File: src/sha512_pkg.sv
// Package with types, constants and a rotate helper for the SHA-512/384 engine.
package sha512_pkg;

    typedef struct packed {
        logic [63:0] data_word;
        logic [3:0]  byte_count;
        logic        is_last;
    } sha_in_t;

    typedef struct packed {
        logic [63:0] digest_word;
        logic [2:0]  word_index;
        logic        last_word;
    } sha_out_t;

    // One queued word for the back end: a block word and block control.
    typedef struct packed {
        logic [63:0] word;
        logic        first;      // first word of a message: load the IV
        logic        final_blk;  // this word closes the final block
        logic        mode;       // digest mode latched at message start/end
    } sha_cmd_t;

    typedef enum logic [1:0] {
        FE_IDLE,
        FE_PAD,
        FE_LEN_HI,
        FE_LEN_LO
    } fe_state_t;

    typedef enum logic [1:0] {
        BE_FILL,
        BE_ROUND,
        BE_ADD,
        BE_OUT
    } be_state_t;

    localparam int QUEUE_DEPTH = 4;
    localparam int QUEUE_AW    = 2;
    localparam int ROUNDS      = 80;
    localparam int BLOCK_WORDS = 16;

    localparam logic [63:0] PAD_WORD = 64'h8000000000000000;

    localparam logic [63:0] ROUND_K [ROUNDS] = '{
        64'h428a2f98d728ae22, 64'h7137449123ef65cd, 64'hb5c0fbcfec4d3b2f,
        64'he9b5dba58189dbbc, 64'h3956c25bf348b538, 64'h59f111f1b605d019,
        64'h923f82a4af194f9b, 64'hab1c5ed5da6d8118, 64'hd807aa98a3030242,
        64'h12835b0145706fbe, 64'h243185be4ee4b28c, 64'h550c7dc3d5ffb4e2,
        64'h72be5d74f27b896f, 64'h80deb1fe3b1696b1, 64'h9bdc06a725c71235,
        64'hc19bf174cf692694, 64'he49b69c19ef14ad2, 64'hefbe4786384f25e3,
        64'h0fc19dc68b8cd5b5, 64'h240ca1cc77ac9c65, 64'h2de92c6f592b0275,
        64'h4a7484aa6ea6e483, 64'h5cb0a9dcbd41fbd4, 64'h76f988da831153b5,
        64'h983e5152ee66dfab, 64'ha831c66d2db43210, 64'hb00327c898fb213f,
        64'hbf597fc7beef0ee4, 64'hc6e00bf33da88fc2, 64'hd5a79147930aa725,
        64'h06ca6351e003826f, 64'h142929670a0e6e70, 64'h27b70a8546d22ffc,
        64'h2e1b21385c26c926, 64'h4d2c6dfc5ac42aed, 64'h53380d139d95b3df,
        64'h650a73548baf63de, 64'h766a0abb3c77b2a8, 64'h81c2c92e47edaee6,
        64'h92722c851482353b, 64'ha2bfe8a14cf10364, 64'ha81a664bbc423001,
        64'hc24b8b70d0f89791, 64'hc76c51a30654be30, 64'hd192e819d6ef5218,
        64'hd69906245565a910, 64'hf40e35855771202a, 64'h106aa07032bbd1b8,
        64'h19a4c116b8d2d0c8, 64'h1e376c085141ab53, 64'h2748774cdf8eeb99,
        64'h34b0bcb5e19b48a8, 64'h391c0cb3c5c95a63, 64'h4ed8aa4ae3418acb,
        64'h5b9cca4f7763e373, 64'h682e6ff3d6b2b8a3, 64'h748f82ee5defb2fc,
        64'h78a5636f43172f60, 64'h84c87814a1f0ab72, 64'h8cc702081a6439ec,
        64'h90befffa23631e28, 64'ha4506cebde82bde9, 64'hbef9a3f7b2c67915,
        64'hc67178f2e372532b, 64'hca273eceea26619c, 64'hd186b8c721c0c207,
        64'heada7dd6cde0eb1e, 64'hf57d4f7fee6ed178, 64'h06f067aa72176fba,
        64'h0a637dc5a2c898a6, 64'h113f9804bef90dae, 64'h1b710b35131c471b,
        64'h28db77f523047d84, 64'h32caab7b40c72493, 64'h3c9ebe0a15c9bebc,
        64'h431d67c49c100d4c, 64'h4cc5d4becb3e42b6, 64'h597f299cfc657e2a,
        64'h5fcb6fab3ad6faec, 64'h6c44198c4a475817
    };

    localparam logic [63:0] IV_512 [8] = '{
        64'h6a09e667f3bcc908, 64'hbb67ae8584caa73b, 64'h3c6ef372fe94f82b,
        64'ha54ff53a5f1d36f1, 64'h510e527fade682d1, 64'h9b05688c2b3e6c1f,
        64'h1f83d9abfb41bd6b, 64'h5be0cd19137e2179
    };

    localparam logic [63:0] IV_384 [8] = '{
        64'hcbbb9d5dc1059ed8, 64'h629a292a367cd507, 64'h9159015a3070dd17,
        64'h152fecd8f70e5939, 64'h67332667ffc00b31, 64'h8eb44a8768581511,
        64'hdb0c2e0d64f98fa7, 64'h47b5481dbefa4fa4
    };

    function automatic logic [63:0] rotr(input logic [63:0] x, input int n);
        rotr = (x >> n) | (x << (64 - n));
    endfunction

endpackage

File: src/sha512_queue.sv
// Short queue of block words between the front and back ends.
module sha512_queue
    import sha512_pkg::*;
(
    input  logic     clk,
    input  logic     rst_n,
    input  logic     wr_valid,
    output logic     wr_stall,
    input  sha_cmd_t wr_data,
    output logic     rd_valid,
    input  logic     rd_stall,
    output sha_cmd_t rd_data
);

    sha_cmd_t          mem [QUEUE_DEPTH];
    logic [QUEUE_AW-1:0] wp_reg, rp_reg;
    logic [QUEUE_AW:0]   cnt_reg, cnt_next;
    logic wr_en, rd_en;

    assign wr_stall = (cnt_reg == (QUEUE_AW+1)'(QUEUE_DEPTH));
    assign rd_valid = (cnt_reg != '0);
    assign rd_data  = mem[rp_reg];
    assign wr_en    = wr_valid && !wr_stall;
    assign rd_en    = rd_valid && !rd_stall;

    always_comb begin
        cnt_next = cnt_reg;
        if (wr_en && !rd_en) begin
            cnt_next = cnt_reg + (QUEUE_AW+1)'(1);
        end else if (rd_en && !wr_en) begin
            cnt_next = cnt_reg - (QUEUE_AW+1)'(1);
        end
    end

    always_ff @(posedge clk or negedge rst_n) begin
        if (!rst_n) begin
            wp_reg  <= '0;
            rp_reg  <= '0;
            cnt_reg <= '0;
        end else begin
            cnt_reg <= cnt_next;
            if (wr_en) begin
                wp_reg <= wp_reg + QUEUE_AW'(1);
            end
            if (rd_en) begin
                rp_reg <= rp_reg + QUEUE_AW'(1);
            end
        end
    end

    always_ff @(posedge clk) begin
        if (wr_en) begin
            mem[wp_reg] <= wr_data;
        end
    end

endmodule

File: config.mk
export PLATFORM = sky130hd
export DESIGN_NAME = sha512_queue
export DESIGN_NICKNAME = d
export VERILOG_FILES = /design/src/sha512_pkg.sv /design/src/sha512_queue.sv
export SDC_FILE = /design/constraint.sdc
export NUM_CORES = 1
export LEC_CHECK = 0
export ABC_CLOCK_PERIOD_IN_PS = 2670
export BUFFER_PORTS_ARGS = -buffer_cell sky130_fd_sc_hd__clkbuf_2
export CAP_MARGIN = 20
export CORE_MARGIN = 1
export CORE_UTILIZATION = 50
export DETAILED_ROUTE_END_ITERATION = 16
export GPL_ROUTABILITY_DRIVEN = 0
export PLACE_DENSITY = 0.86
export SETUP_SLACK_MARGIN = 0.4
export SYNTH_ARGS = -nofsm -noshare
export SYNTH_HDL_FRONTEND = slang
export SYNTH_SLANG_ARGS = --single-unit
export TNS_END_PERCENT = 5
File: constraint.sdc
create_clock -name clk -period 2.67 [get_ports clk]
set_input_delay 0 -clock clk [delete_from_list [all_inputs] [get_ports clk]]
set_output_delay 0 -clock clk [all_outputs]
set_load 0.01 [all_outputs]
==> impl_results.md <==
* Total gr overflow at 0
* Sequential Power Share at 0.451
* Core ar. at 0.0197 sq mm
* VDD IR max at 687 uV
* Power share of the combinational group at 0.288
* Vias in the first global route at 5,185
* Final core occ at 0.649
* Synth warn at 0
* Pint at 0.00967 W
* Max_slew headroom at 0.617
* Final setup vio count at 0
* TritonCTS Buffers at 27
* Final Net Count at 698
* Final min period at 2.16 ns
* Maximum fanout along the worst path at 40
* CP Capture Type: primary output
* Mapped Cells at 387
* Final Hold Viols at 0
* Syn Nets at 464
* R2R Path Start: cnt_reg[2]
* R2r endpoint: cnt_reg[2]
* Die area at 0.0208 sq mm
* Crit path cell chain: buf_12, mux4_2, clkbuf_2
* Power per cell area at 1060 mW/mm^2
* Switch Pwr at 0.00387 W
* Final worst-path cycle share at 0.809
* H-Tree Depth at 1
* Worst Hold Launch: wr_data[1]
* Req. time, crit path at 2.67 ns
* Tot GR Track Use at 0.184
* Most frequent cells in the layout: edfxtp_1 (268), clkbuf_2 (139), dlygate4sd3_1 (71)
* DR vias at 4,820
* Reg2Reg Setup Slack at 0.51 ns
* Worst-path clk slew at 0.06 ns
* Fillers at 1,311
* Die height at 144 microns
* HP Class: in2reg
* Final instance area at 0.0127 sq mm
* Routed Antenna Nets at 0
* Max FFs per register at 268
* Largest net degree at the start of global routing at 42
* FP Rows at 51
* CTS root buf: clkbuf_16
* Hold Crit Endpoint: mem[1][1]
* HPWL after DPL at 11,000 microns
* CP max-delay cell: mux4_2
* Via density at 5.31
* Area grow syn2layout at 26.2%
* Sw frac at 0.286
* Area of the multi-input gates at 0.00176 sq mm
* Cell variety after synth at 20
* Antenna violations before repair at 2
* Die width at 144 microns
* Most common cell after layout, fill and taps aside: edfxtp_1
* CTS tree: built
* Hold Slack at 0.247 ns
* Reg2reg path depth at 8
* Sequential area share after synthesis at 0.814
* Share of cells above drive strength 1 at 0.420
* WL final at 18,700 microns
* Hold path depth at 2
* # DRC at 0
* Syn Area/Cell at 26.1 sq um
* Effective utilization at floorplan at 0.514
* Clock power share at 0.261
* Max-cap viol count at 0
* Pre-Repair DR Iteration Count at 4
* Mapped Area at 0.0101 sq mm
* CP bufs+invs at 2
* First-pass GRT wire length at 28,200 microns
* Least-Margin Pin Slew at 0.574 ns
* FF+latch area at 0.00823 sq mm
* Pleak at 4.45 nW
* Clock skew at 0.0123 ns
* Clock Path Buffers at 3
* # port buffers at 139
* Clk Latency, worst-skew pair at 0.52 ns
* Num Clock Sinks at 275
* Setup CP Type: reg2out
* Initial drt markers at 301
* Post-DP Area at 0.0112 sq mm
* Fmax at 463 MHz
* Delay-heaviest family, CP: multiplexers
* WL per Instance at 20.6 microns
* RSZ-0062 raised after global routing: true
* Max Slew Vio Count at 0
* Critical Path Source Type: register
* Post-CTS Setup Repair Bufs at 0
* Crit path DAT at 2.16 ns
* IO Count at 140
* #FFs+latches synth at 275
* Outcome: finished, final reports clean
* Slowest cell delay on critical path at 0.59 ns
* Final TNS setup at 0 ns
-- cells in the mapped netlist (all sizes together) --
cell / n / area, sq um
edfxtp: 268 / 8050
mux4: 67 / 1510
buf: 14 / 116
dfrtp: 7 / 175
ha: 5 / 62.6
and2: 4 / 25.0
inv: 4 / 15.0
clkbuf: 3 / 11.3
xnor2: 3 / 26.3
xor2: 3 / 26.3
mux2: 2 / 22.5
nor3b: 2 / 25.0
fa: 1 / 20.0
nor2: 1 / 3.75
nor2b: 1 / 6.26
nor3: 1 / 5.00
or2: 1 / 6.26
-- metrics by stage --
step | setup WS (ns) | instances | power [W]
finish | 0.510 | 908 | 0.0135
global route | 0.359 | 907 | 0.0142
CTS | 0.385 | 906 | 0.0137
detailed placement | 0.333 | 786 | 0.0100
global placement | 0.542 | 786 | 0.00987
floorplan | -0.169 | 387 | 0.00862
-- kinds of logic after synthesis --
kind of cell	after synthesis	synth area share
flip-flops	275	0.814
multiplexers	69	0.152
buffers and inverters	21	0.0141
AND/OR/NAND/NOR	10	0.00706
XOR/XNOR	6	0.00520
adder cells (fa/ha/maj)	6	0.00817
-- power groups by stage --
stage,Combinational [W],Sequential (W),Clock [W]
after floorplan,0.00265,0.00597,0
after global routing,0.00423,0.00618,0.00377
after global placement,0.00377,0.00610,0
final,0.00390,0.00610,0.00354
after CTS,0.00397,0.00611,0.00361
after detailed placement,0.00385,0.00619,0
-- area by class of cell --
type / instances / share of cell area
clock inverters: 16 / 0.0106
flip-flops and latches: 275 / 0.646
repair buffers: 222 / 0.124
clock buffers: 33 / 0.0548
inverters: 4 / 0.00118
diodes: 2 / 0.000393
multi-input cells: 91 / 0.138
well taps: 265 / 0.0260
-- timing repair --
action	in CTS	in global routing
pin swaps	0	0
endpoints found under the hold margin	278	0
cloned	0	0
hold buffers	71	0
resized for setup	1	2
endpoints found under the setup margin	4	24
-- how the worst max path moves through the flow --
stage	to	startpoint	slack [ns]	depth (start not counted)
3_3_place_gp	cnt_reg[2]	cnt_reg[2]	0.54	8
3_5_place_dp	cnt_reg[2]	cnt_reg[2]	0.33	8
4_1_cts	rd_data[45]	rp_reg[0]	0.39	3
6_report	rd_data[22]	rp_reg[0]	0.51	3
2_1_floorplan	mem[1][0]	cnt_reg[2]	-0.17	4
5_1_grt	cnt_reg[2]	cnt_reg[2]	0.36	8
-- layer usage --
layer,vias up,global-route usage,wire (microns)
met5,-,0,0
met4,0,0.0499,356
met3,33,0.0351,1090
met2,173,0.326,9920
met1,2486,0.232,7300
li1,2128,-,-
Power figures use the tool's default switching activity.
