===== config.mk =====
export PLATFORM = sky130hd
export DESIGN_NAME = sha512_front
export DESIGN_NICKNAME = d
export VERILOG_FILES = /design/src/sha512_pkg.sv /design/src/sha512_front.sv
export SDC_FILE = /design/constraint.sdc
export NUM_CORES = 1
export LEC_CHECK = 0
export BUFFER_PORTS_ARGS = -buffer_cell sky130_fd_sc_hd__buf_2
export CAP_MARGIN = 10
export CORE_MARGIN = 3
export CORE_UTILIZATION = 48
export CTS_CLUSTER_SIZE = 30
export DETAILED_ROUTE_END_ITERATION = 10
export PLACE_DENSITY = 0.78
export SYNTH_ARGS = -nofsm -noshare
export SYNTH_HDL_FRONTEND = slang
export SYNTH_SLANG_ARGS = --single-unit
export TNS_END_PERCENT = 10

===== constraint.sdc =====
create_clock -name clk -period 2.8 [get_ports clk]
set_input_delay 0.14 -clock clk [delete_from_list [all_inputs] [get_ports clk]]
set_output_delay 0.14 -clock clk [all_outputs]
set_load 0.05 [all_outputs]

===== src/sha512_pkg.sv =====
// Package with types, constants and a rotate helper for the SHA-512/384 engine.
package sha512_pkg;

    typedef struct packed {
        logic [63:0] data_word;
        logic [3:0]  byte_count;
        logic        is_last;
    } sha_in_t;

    typedef struct packed {
        logic [63:0] digest_word;
        logic [2:0]  word_index;
        logic        last_word;
    } sha_out_t;

    // One queued word for the back end: a block word and block control.
    typedef struct packed {
        logic [63:0] word;
        logic        first;      // first word of a message: load the IV
        logic        final_blk;  // this word closes the final block
        logic        mode;       // digest mode latched at message start/end
    } sha_cmd_t;

    typedef enum logic [1:0] {
        FE_IDLE,
        FE_PAD,
        FE_LEN_HI,
        FE_LEN_LO
    } fe_state_t;

    typedef enum logic [1:0] {
        BE_FILL,
        BE_ROUND,
        BE_ADD,
        BE_OUT
    } be_state_t;

    localparam int QUEUE_DEPTH = 4;
    localparam int QUEUE_AW    = 2;
    localparam int ROUNDS      = 80;
    localparam int BLOCK_WORDS = 16;

    localparam logic [63:0] PAD_WORD = 64'h8000000000000000;

    localparam logic [63:0] ROUND_K [ROUNDS] = '{
        64'h428a2f98d728ae22, 64'h7137449123ef65cd, 64'hb5c0fbcfec4d3b2f,
        64'he9b5dba58189dbbc, 64'h3956c25bf348b538, 64'h59f111f1b605d019,
        64'h923f82a4af194f9b, 64'hab1c5ed5da6d8118, 64'hd807aa98a3030242,
        64'h12835b0145706fbe, 64'h243185be4ee4b28c, 64'h550c7dc3d5ffb4e2,
        64'h72be5d74f27b896f, 64'h80deb1fe3b1696b1, 64'h9bdc06a725c71235,
        64'hc19bf174cf692694, 64'he49b69c19ef14ad2, 64'hefbe4786384f25e3,
        64'h0fc19dc68b8cd5b5, 64'h240ca1cc77ac9c65, 64'h2de92c6f592b0275,
        64'h4a7484aa6ea6e483, 64'h5cb0a9dcbd41fbd4, 64'h76f988da831153b5,
        64'h983e5152ee66dfab, 64'ha831c66d2db43210, 64'hb00327c898fb213f,
        64'hbf597fc7beef0ee4, 64'hc6e00bf33da88fc2, 64'hd5a79147930aa725,
        64'h06ca6351e003826f, 64'h142929670a0e6e70, 64'h27b70a8546d22ffc,
        64'h2e1b21385c26c926, 64'h4d2c6dfc5ac42aed, 64'h53380d139d95b3df,
        64'h650a73548baf63de, 64'h766a0abb3c77b2a8, 64'h81c2c92e47edaee6,
        64'h92722c851482353b, 64'ha2bfe8a14cf10364, 64'ha81a664bbc423001,
        64'hc24b8b70d0f89791, 64'hc76c51a30654be30, 64'hd192e819d6ef5218,
        64'hd69906245565a910, 64'hf40e35855771202a, 64'h106aa07032bbd1b8,
        64'h19a4c116b8d2d0c8, 64'h1e376c085141ab53, 64'h2748774cdf8eeb99,
        64'h34b0bcb5e19b48a8, 64'h391c0cb3c5c95a63, 64'h4ed8aa4ae3418acb,
        64'h5b9cca4f7763e373, 64'h682e6ff3d6b2b8a3, 64'h748f82ee5defb2fc,
        64'h78a5636f43172f60, 64'h84c87814a1f0ab72, 64'h8cc702081a6439ec,
        64'h90befffa23631e28, 64'ha4506cebde82bde9, 64'hbef9a3f7b2c67915,
        64'hc67178f2e372532b, 64'hca273eceea26619c, 64'hd186b8c721c0c207,
        64'heada7dd6cde0eb1e, 64'hf57d4f7fee6ed178, 64'h06f067aa72176fba,
        64'h0a637dc5a2c898a6, 64'h113f9804bef90dae, 64'h1b710b35131c471b,
        64'h28db77f523047d84, 64'h32caab7b40c72493, 64'h3c9ebe0a15c9bebc,
        64'h431d67c49c100d4c, 64'h4cc5d4becb3e42b6, 64'h597f299cfc657e2a,
        64'h5fcb6fab3ad6faec, 64'h6c44198c4a475817
    };

    localparam logic [63:0] IV_512 [8] = '{
        64'h6a09e667f3bcc908, 64'hbb67ae8584caa73b, 64'h3c6ef372fe94f82b,
        64'ha54ff53a5f1d36f1, 64'h510e527fade682d1, 64'h9b05688c2b3e6c1f,
        64'h1f83d9abfb41bd6b, 64'h5be0cd19137e2179
    };

    localparam logic [63:0] IV_384 [8] = '{
        64'hcbbb9d5dc1059ed8, 64'h629a292a367cd507, 64'h9159015a3070dd17,
        64'h152fecd8f70e5939, 64'h67332667ffc00b31, 64'h8eb44a8768581511,
        64'hdb0c2e0d64f98fa7, 64'h47b5481dbefa4fa4
    };

    function automatic logic [63:0] rotr(input logic [63:0] x, input int n);
        rotr = (x >> n) | (x << (64 - n));
    endfunction

endpackage


===== src/sha512_front.sv =====
// Front end: takes message words, tracks the length and emits padded block words.
module sha512_front
    import sha512_pkg::*;
(
    input  logic     clk,
    input  logic     rst_n,
    input  logic     mode,
    input  logic     in_valid,
    output logic     in_stall,
    input  sha_in_t  in_data,
    output logic     cmd_valid,
    input  logic     cmd_stall,
    output sha_cmd_t cmd
);

    fe_state_t   state_reg, state_next;
    logic [63:0] total_reg, total_next;
    logic [3:0]  pos_reg, pos_next;
    logic        started_reg, started_next;
    logic        mode_reg, mode_next;
    logic        padmark_reg, padmark_next;

    logic [3:0]  cnt;
    logic [63:0] keep;
    logic [63:0] total_add;

    always_ff @(posedge clk or negedge rst_n) begin
        if (!rst_n) begin
            state_reg   <= FE_IDLE;
            total_reg   <= '0;
            pos_reg     <= '0;
            started_reg <= 1'b0;
            mode_reg    <= 1'b0;
            padmark_reg <= 1'b0;
        end else begin
            state_reg   <= state_next;
            total_reg   <= total_next;
            pos_reg     <= pos_next;
            started_reg <= started_next;
            mode_reg    <= mode_next;
            padmark_reg <= padmark_next;
        end
    end

    always_comb begin
        cnt = (in_data.byte_count > 4'd8) ? 4'd8 : in_data.byte_count;
        if (!in_data.is_last) begin
            cnt = 4'd8;
        end
        keep = (cnt == 4'd0) ? 64'd0 : ~(64'hffffffffffffffff >> {cnt, 3'b000});
        total_add = (started_reg ? total_reg : 64'd0) + {60'd0, cnt};
    end

    always_comb begin
        state_next   = state_reg;
        total_next   = total_reg;
        pos_next     = pos_reg;
        started_next = started_reg;
        mode_next    = mode_reg;
        padmark_next = padmark_reg;
        in_stall     = 1'b1;
        cmd_valid    = 1'b0;
        cmd          = '0;
        cmd.mode     = mode_reg;
        unique case (state_reg)
            FE_IDLE: begin
                in_stall  = cmd_stall;
                cmd_valid = in_valid;
                cmd.first = !started_reg;
                cmd.mode  = started_reg ? mode_reg : mode;
                if (!in_data.is_last || cnt == 4'd8) begin
                    cmd.word = in_data.data_word;
                end else begin
                    cmd.word = (in_data.data_word & keep) | (PAD_WORD >> {cnt, 3'b000});
                end
                if (in_valid && !cmd_stall) begin
                    total_next   = total_add;
                    pos_next     = (started_reg ? pos_reg : 4'd0) + 4'd1;
                    started_next = 1'b1;
                    if (!started_reg) begin
                        mode_next = mode;
                    end
                    if (in_data.is_last) begin
                        // The digest length follows the mode seen with the last word.
                        mode_next = mode;
                        if (cnt == 4'd8) begin
                            padmark_next = 1'b1;
                            state_next   = FE_PAD;
                        end else begin
                            state_next = (pos_next == 4'd15) ? FE_PAD
                                       : ((pos_next == 4'd14) ? FE_LEN_HI : FE_PAD);
                        end
                    end
                end
            end
            FE_PAD: begin
                // The first pad beat carries the marker when the last word was full;
                // every other pad beat is zero.
                cmd_valid = 1'b1;
                cmd.word  = padmark_reg ? PAD_WORD : '0;
                if (!cmd_stall) begin
                    padmark_next = 1'b0;
                    pos_next     = pos_reg + 4'd1;
                    if (pos_next == 4'd14) begin
                        state_next = FE_LEN_HI;
                    end
                end
            end
            FE_LEN_HI: begin
                cmd_valid = 1'b1;
                cmd.word  = '0;
                if (!cmd_stall) begin
                    pos_next   = pos_reg + 4'd1;
                    state_next = FE_LEN_LO;
                end
            end
            FE_LEN_LO: begin
                cmd_valid     = 1'b1;
                cmd.word      = {total_reg[60:0], 3'b000};
                cmd.final_blk = 1'b1;
                if (!cmd_stall) begin
                    pos_next     = 4'd0;
                    started_next = 1'b0;
                    state_next   = FE_IDLE;
                end
            end
            default: state_next = FE_IDLE;
        endcase
    end

endmodule


==> results of run 1 <==
-- cells in the final DEF, fill, tap and decap left out, types with 2 or more instances in the layout --
master / count
buf_2: 142
nand2_1: 102
dfrtp_1: 70
xnor2_1: 53
a22o_1: 50
nor3_1: 29
nor2_1: 28
nand3_1: 27
inv_1: 26
buf_4: 20
o21ai_0: 18
nand4_1: 11
ha_1: 11
nor4_1: 10
clkbuf_8: 10
a21oi_1: 9
and3_1: 7
xor2_1: 7
and2_1: 5
and2b_2: 4
a32o_1: 4
nor2b_1: 4
mux2_2: 4
nand2b_1: 3
and4_2: 3
o22ai_1: 3
nor4_4: 3
clkinvlp_4: 3
nor2_2: 2
nor4b_1: 2
and4_1: 2
and3_2: 2
nor4_2: 2
or2_2: 2
inv_6: 2
buf_12: 2
-- cells by family after synthesis --
kind of cell	Yosys count
compound gates	97
xor+xnor	60
fa+ha+maj	13
buf+inv	57
flops	70
mux	5
simple gates	260
-- path summary, 6_finish.rpt --
kind	from	endpoint	slack [ns]	cells past startpoint
worst max-delay path	state_reg[0]$_DFFE_PN0P_	cmd[21]	0.16	7
worst min-delay path	mode	mode_reg$_DFFE_PN0P_	0.04	2
worst max register to register	started_reg$_DFFE_PN0P_	total_reg[29]$_DFFE_PN0P_	0.19	8
worst min register to register	mode_reg$_DFFE_PN0P_	mode_reg$_DFFE_PN0P_	0.53	1
max in group asynchronous	rst_n	total_reg[55]$_DFFE_PN0P_	1.41	3
min in group asynchronous	rst_n	total_reg[19]$_DFFE_PN0P_	0.50	2
-- through the flow --
step | worst slack [ns] | instances | power (W)
2_1_floorplan | -0.00212 | 562 | 0.00347
3_3_place_gp | 0.224 | 829 | 0.00412
3_5_place_dp | 0.156 | 829 | 0.00419
4_1_cts | 0.0921 | 846 | 0.00497
5_1_grt | -0.0165 | 846 | 0.00526
6_report | 0.164 | 846 | 0.00498
-- routing by layer --
metal  track usage  up-vias  share of wire
met1         0.315     2345           0.42
met5             0        -        0.00057
met3        0.0571       22          0.074
li1              -     2275              -
met4        0.0612        2          0.015
met2         0.428      193           0.49
-- report_power, final --
| group | switching, W | internal (W) | total, W |
|---|---|---|---|
| clock | 0.000430 | 0.000350 | 0.000780 |
| combinational | 0.00211 | 0.000852 | 0.00297 |
| sequential | 0.000111 | 0.00112 | 0.00123 |
-- area by class of cell --
class                   count  share of cell area
clock buffers              10              0.0230
clock inverters             6             0.00753
inverters                  27              0.0170
multi-input cells         435               0.479
flip-flops and latches     70               0.293
well taps                 133              0.0278
repair buffers            165               0.152
-- worst max-delay path: cells and delay by family (launching register included) --
kind | cells | cell delay [ns]
buffers and inverters | 3 | 0.63
AND/OR/NAND/NOR | 1 | 0.50
AO/OA/AOI/OAI | 2 | 0.42
flip-flops | 1 | 0.41
adder cells (fa/ha/maj) | 1 | 0.18
-- timing repair --
item | in CTS | in global routing
endpoints found under the setup margin | 0 | 18
gates resized for setup | 0 | 3
hold buffers | 1 | 0
endpoints found under the hold margin | 40 | 0
==> flow_metrics.tcl, run 1 <==
set metrics [dict create \
    max_stage_delay_ns 0.50 \
    synthDistinctLibCells 58 \
    cp_max_fo 20 \
    avgSynthCellArea_um2 8.63 \
    grt_max_degree 43 \
    synth_mux_area_frac 0.0113 \
    p_per_area_nw_per_um2 832 \
    wl_per_cell_um 16.5 \
    worstMarginPinSlew_ns 1.00 \
    hold_viol 0 \
    yosysMostFrequentCell "nand2_1" \
    ir_drop_mv 0.709 \
    die_height_um 107 \
    fin_crit_ns 2.64 \
    finalSetupViolCount 0 \
    crit_chain "inv_1 > ha_1 > buf_4 > o21ai_0 > nor2_1 > a22o_1 > buf_2" \
    io_buffers 142 \
    yosys.area.top_type "dfrtp_1" \
    syn_inst 562 \
    synth-edff-count 0 \
    cts.sinks 70 \
    p_leak_nw 2.76 \
    wl_mm 14.0 \
    antenna_found_initial 1 \
    synth_common_cells "103 x nand2_1, 70 x dfrtp_1, 53 x xnor2_1, 50 x a22o_1, 30 x nor2_1" \
    rsz0062_at_grt "true" \
    seqCellArea_um2 1750 \
    place_area_um2 5780 \
    maxCapViolations 0 \
    cts_tree "yes" \
    clkLatencyLatePin_ns 0.35 \
    synthesis.area_um2 4850 \
    final_util 0.609 \
    dieArea_um2 11300 \
    path_class "reg2out" \
    finClkSkew_ns 0.0112 \
    synth_sequential_area_ratio 0.361 \
    fillerInstances 898 \
    hpwlAfterDp_mm 10.3 \
    dr.pass1.iters 5 \
    cts-buffers-inserted 9 \
    htree_levels 3 \
    num-nets-final 795 \
    ys_warn_count 0 \
    yosys_register_bits 70 \
    n_antenna_cell 0 \
    final_cell_area_um2 5980 \
    gr-usage-all-layers 0.248 \
    grt_pass1_vias 4808 \
    end_kind "primary output" \
    root_buffer "clkbuf_8" \
    multiInputGateArea_um2 2870 \
    postCtsSetupBuffers 0 \
    routed-via-count 4837 \
    synthFlopType "dfrtp_1" \
    postSynthNetCount 649 \
    boundaryPins 143 \
    timing.fmax_mhz 379 \
    core_area_um2 9820 \
    slowest_stage "nor2_1" \
    yosys.area_share.xor_xnor 0.108 \
    synth.area.top_cells "dfrtp_1 36%, xnor2_1 9.6%, a22o_1 9.0%" \
    gp_congestion 0.934 \
    synth_top_area_frac 0.361 \
    detail_route.iter0.violations 358 \
    hold_class "in2reg" \
    synth_compound_area_frac 0.152 \
    crit_path_start_kind "flip-flop" \
    status "finished clean" \
    grt_pass1_wl_mm 22.9 \
    synth_top_family_by_area "simple AND/OR/NAND/NOR gates" \
    finalSetupTns_ns 0 \
    synthAdderAreaFrac 0.0351 \
    syn_to_final_growth_pct 23.2 \
    slew-limit-headroom 0.332 \
    clk_path_buf_depth 2 \
    drc 0 \
    die_w_um 107 \
    grt_overflow 0 \
    drv_slew 0 \
    num_rows 36 \
    required_ns 2.66 \
    path_clk_slew_ns 0.08 \
    hold_ws_ns 0.0390 \
    vias_per_cell 5.72 \
    cp.arrival_ns 2.50 \
    yosys.area_share.simple 0.276 \
    ant_nets 0 \
    synthArstFlopShare 1.00 \
    largest_register_ffs 61 \
    initial_utilization 0.494 \
    finalCritPeriodShare 0.941 \
    drive_gt1_frac 0.296 \
]
Power figures use the tool's default switching activity.
==> inputs of run 2 (changes only) <==
GPL_TIMING_DRIVEN = 0   (was not set)
==> run 2 against run 1 <==
Against the previous run: the run now ends with setup timing left; via count increased by 2.5%; final cell count is 0.59% higher; routed wire length up 7.9%; power is 7.7% higher.
==> flow_metrics.tcl, run 2 (synthesis gave the netlist of run 1 again) <==
set metrics [dict create \
    finalNonFillerCells 851 \
    drv_slew 0 \
    cp-startpoint "started_reg$_DFFE_PN0P_" \
    grt_pass1_vias 4750 \
    num-nets-final 800 \
    wl_per_cell_um 17.7 \
    die_height_um 107 \
    drive_gt1_frac 0.309 \
    num_rows 36 \
    syn_to_final_growth_pct 26.9 \
    finalSetupViolCount 2 \
    p_per_area_nw_per_um2 871 \
    finalCritPeriodShare 1.01 \
    hold_start "mode" \
    initial_utilization 0.494 \
    end_kind "flip-flop" \
    largest_register_ffs 61 \
    ir_drop_mv 0.689 \
    routed-via-count 4959 \
    n_antenna_cell 0 \
    hpwlAfterDp_mm 11.2 \
    path_class "reg2reg" \
    clkLatencyLatePin_ns 0.36 \
    hold_class "in2reg" \
    timing.fmax_mhz 355 \
    worstMarginPinSlew_ns 0.895 \
    crit_path_start_kind "flip-flop" \
    path_clk_slew_ns 0.09 \
    drc 0 \
    p_leak_nw 2.79 \
    worst_slack_ns -0.0150 \
    core_area_um2 9820 \
    cts-buffers-inserted 9 \
    slew-limit-headroom 0.403 \
    grt_max_degree 71 \
    violations "setup timing" \
    io_buffers 140 \
    status "finished with violations" \
    fin_crit_ns 2.82 \
    cp.arrival_ns 3.10 \
    cts.sinks 70 \
    boundaryPins 143 \
    antenna_found_initial 0 \
    gp_congestion 0.932 \
    die_w_um 107 \
    wl_mm 15.1 \
    root_buffer "clkbuf_8" \
    required_ns 3.08 \
    detail_route.iter0.violations 438 \
    final_cell_mix "145 x buf_2, 103 x nand2_1, 70 x dfrtp_1" \
    htree_levels 3 \
    dieArea_um2 11300 \
    gr-usage-all-layers 0.262 \
    maxCapViolations 0 \
    dr.pass1.iters 5 \
    cp_max_fo 28 \
    vias_per_cell 5.83 \
    final_common_cell "buf_2" \
    finClkSkew_ns 0.0104 \
    rsz0062_at_grt "true" \
    power_w 0.00536 \
    ant_nets 0 \
    dp_cells 835 \
    grt_overflow 0 \
    reg2reg_from "started_reg$_DFFE_PN0P_" \
    clk_path_buf_depth 2 \
    hold_viol 0 \
    cts_tree "yes" \
    grt_pass1_wl_mm 23.7 \
]
-- run 2: cell types whose count changed in the layout (fill, tap and decap cells not counted), sizes merged --
cell | previous run | this run
buf | 164 | 152
clkbuf | 10 | 26
bufinv | 0 | 3
clkinvlp | 3 | 1
-- run 2: power breakdown --
part           internal, W  switching (W)
combinational     0.000881        0.00223
clock             0.000597       0.000434
sequential         0.00112       0.000100
-- run 2: worst max-delay path, stage by stage, from the launching register on --
cell,delay (ns)
dfrtp_1,0.40
buf_6,0.16
buf_12,0.17
and2_4,0.15
ha_4,0.28
nand4_1,0.11
o311ai_1,0.25
or4b_4,0.49
buf_6,0.15
buf_12,0.15
nor4_4,0.27
xnor2_1,0.15
-- run 2: per-layer routing --
| metal | vias to the layer above | global-route usage | wire (um) |
|---|---|---|---|
| li1 | 2300 | - | - |
| met2 | 244 | 0.441 | 7240 |
| met4 | 0 | 0.0813 | 344 |
| met1 | 2379 | 0.343 | 6140 |
| met5 | - | 0 | 0 |
| met3 | 36 | 0.0486 | 1360 |
-- run 2: layout make-up --
cell class	count	area, um2
Clock inverter	7	120
Inverter	27	101
Buffer	28	186
Sequential cell	70	1750
Timing Repair Buffer	142	733
Tap cell	133	166
Multi-Input combinational cell	435	2970
Clock buffer	9	124
Fill cell	849	3670
-- run 2: per-stage QoR --
step	hold slack (ns)	TNS [ns]	setup slack, ns	area, um2	util
floorplan	-0.156	-0.00212	-0.00212	4890	-
global placement	0.386	-9.26	-0.575	5760	0.587
detailed placement	0.318	-12.20	-0.637	5760	0.587
CTS	0.0354	-0.0828	-0.0561	6080	0.619
global route	0.0369	-0.512	-0.0880	6150	0.627
finish	0.0399	-0.0260	-0.0150	6150	0.627
-- run 2: path summary, 6_finish.rpt --
check,end,depth (start not counted),slack [ns]
setup / recovery,total_reg[53]$_DFFE_PN0P_,11,-0.02
hold / removal,mode_reg$_DFFE_PN0P_,2,0.04
setup reg to reg,total_reg[53]$_DFFE_PN0P_,11,-0.02
hold reg to reg,total_reg[1]$_DFFE_PN0P_,2,0.53
max in group asynchronous,total_reg[57]$_DFFE_PN0P_,2,1.75
min in group asynchronous,total_reg[17]$_DFFE_PN0P_,2,0.45
-- run 2: repair_timing --
action / in CTS / in global routing
hold endpoints to repair: 70 / 0
resized for setup: 24 / 17
setup endpoints to repair: 105 / 63
setup buffers: 0 / 1
hold buffers: 1 / 0
pin swaps: 6 / 3
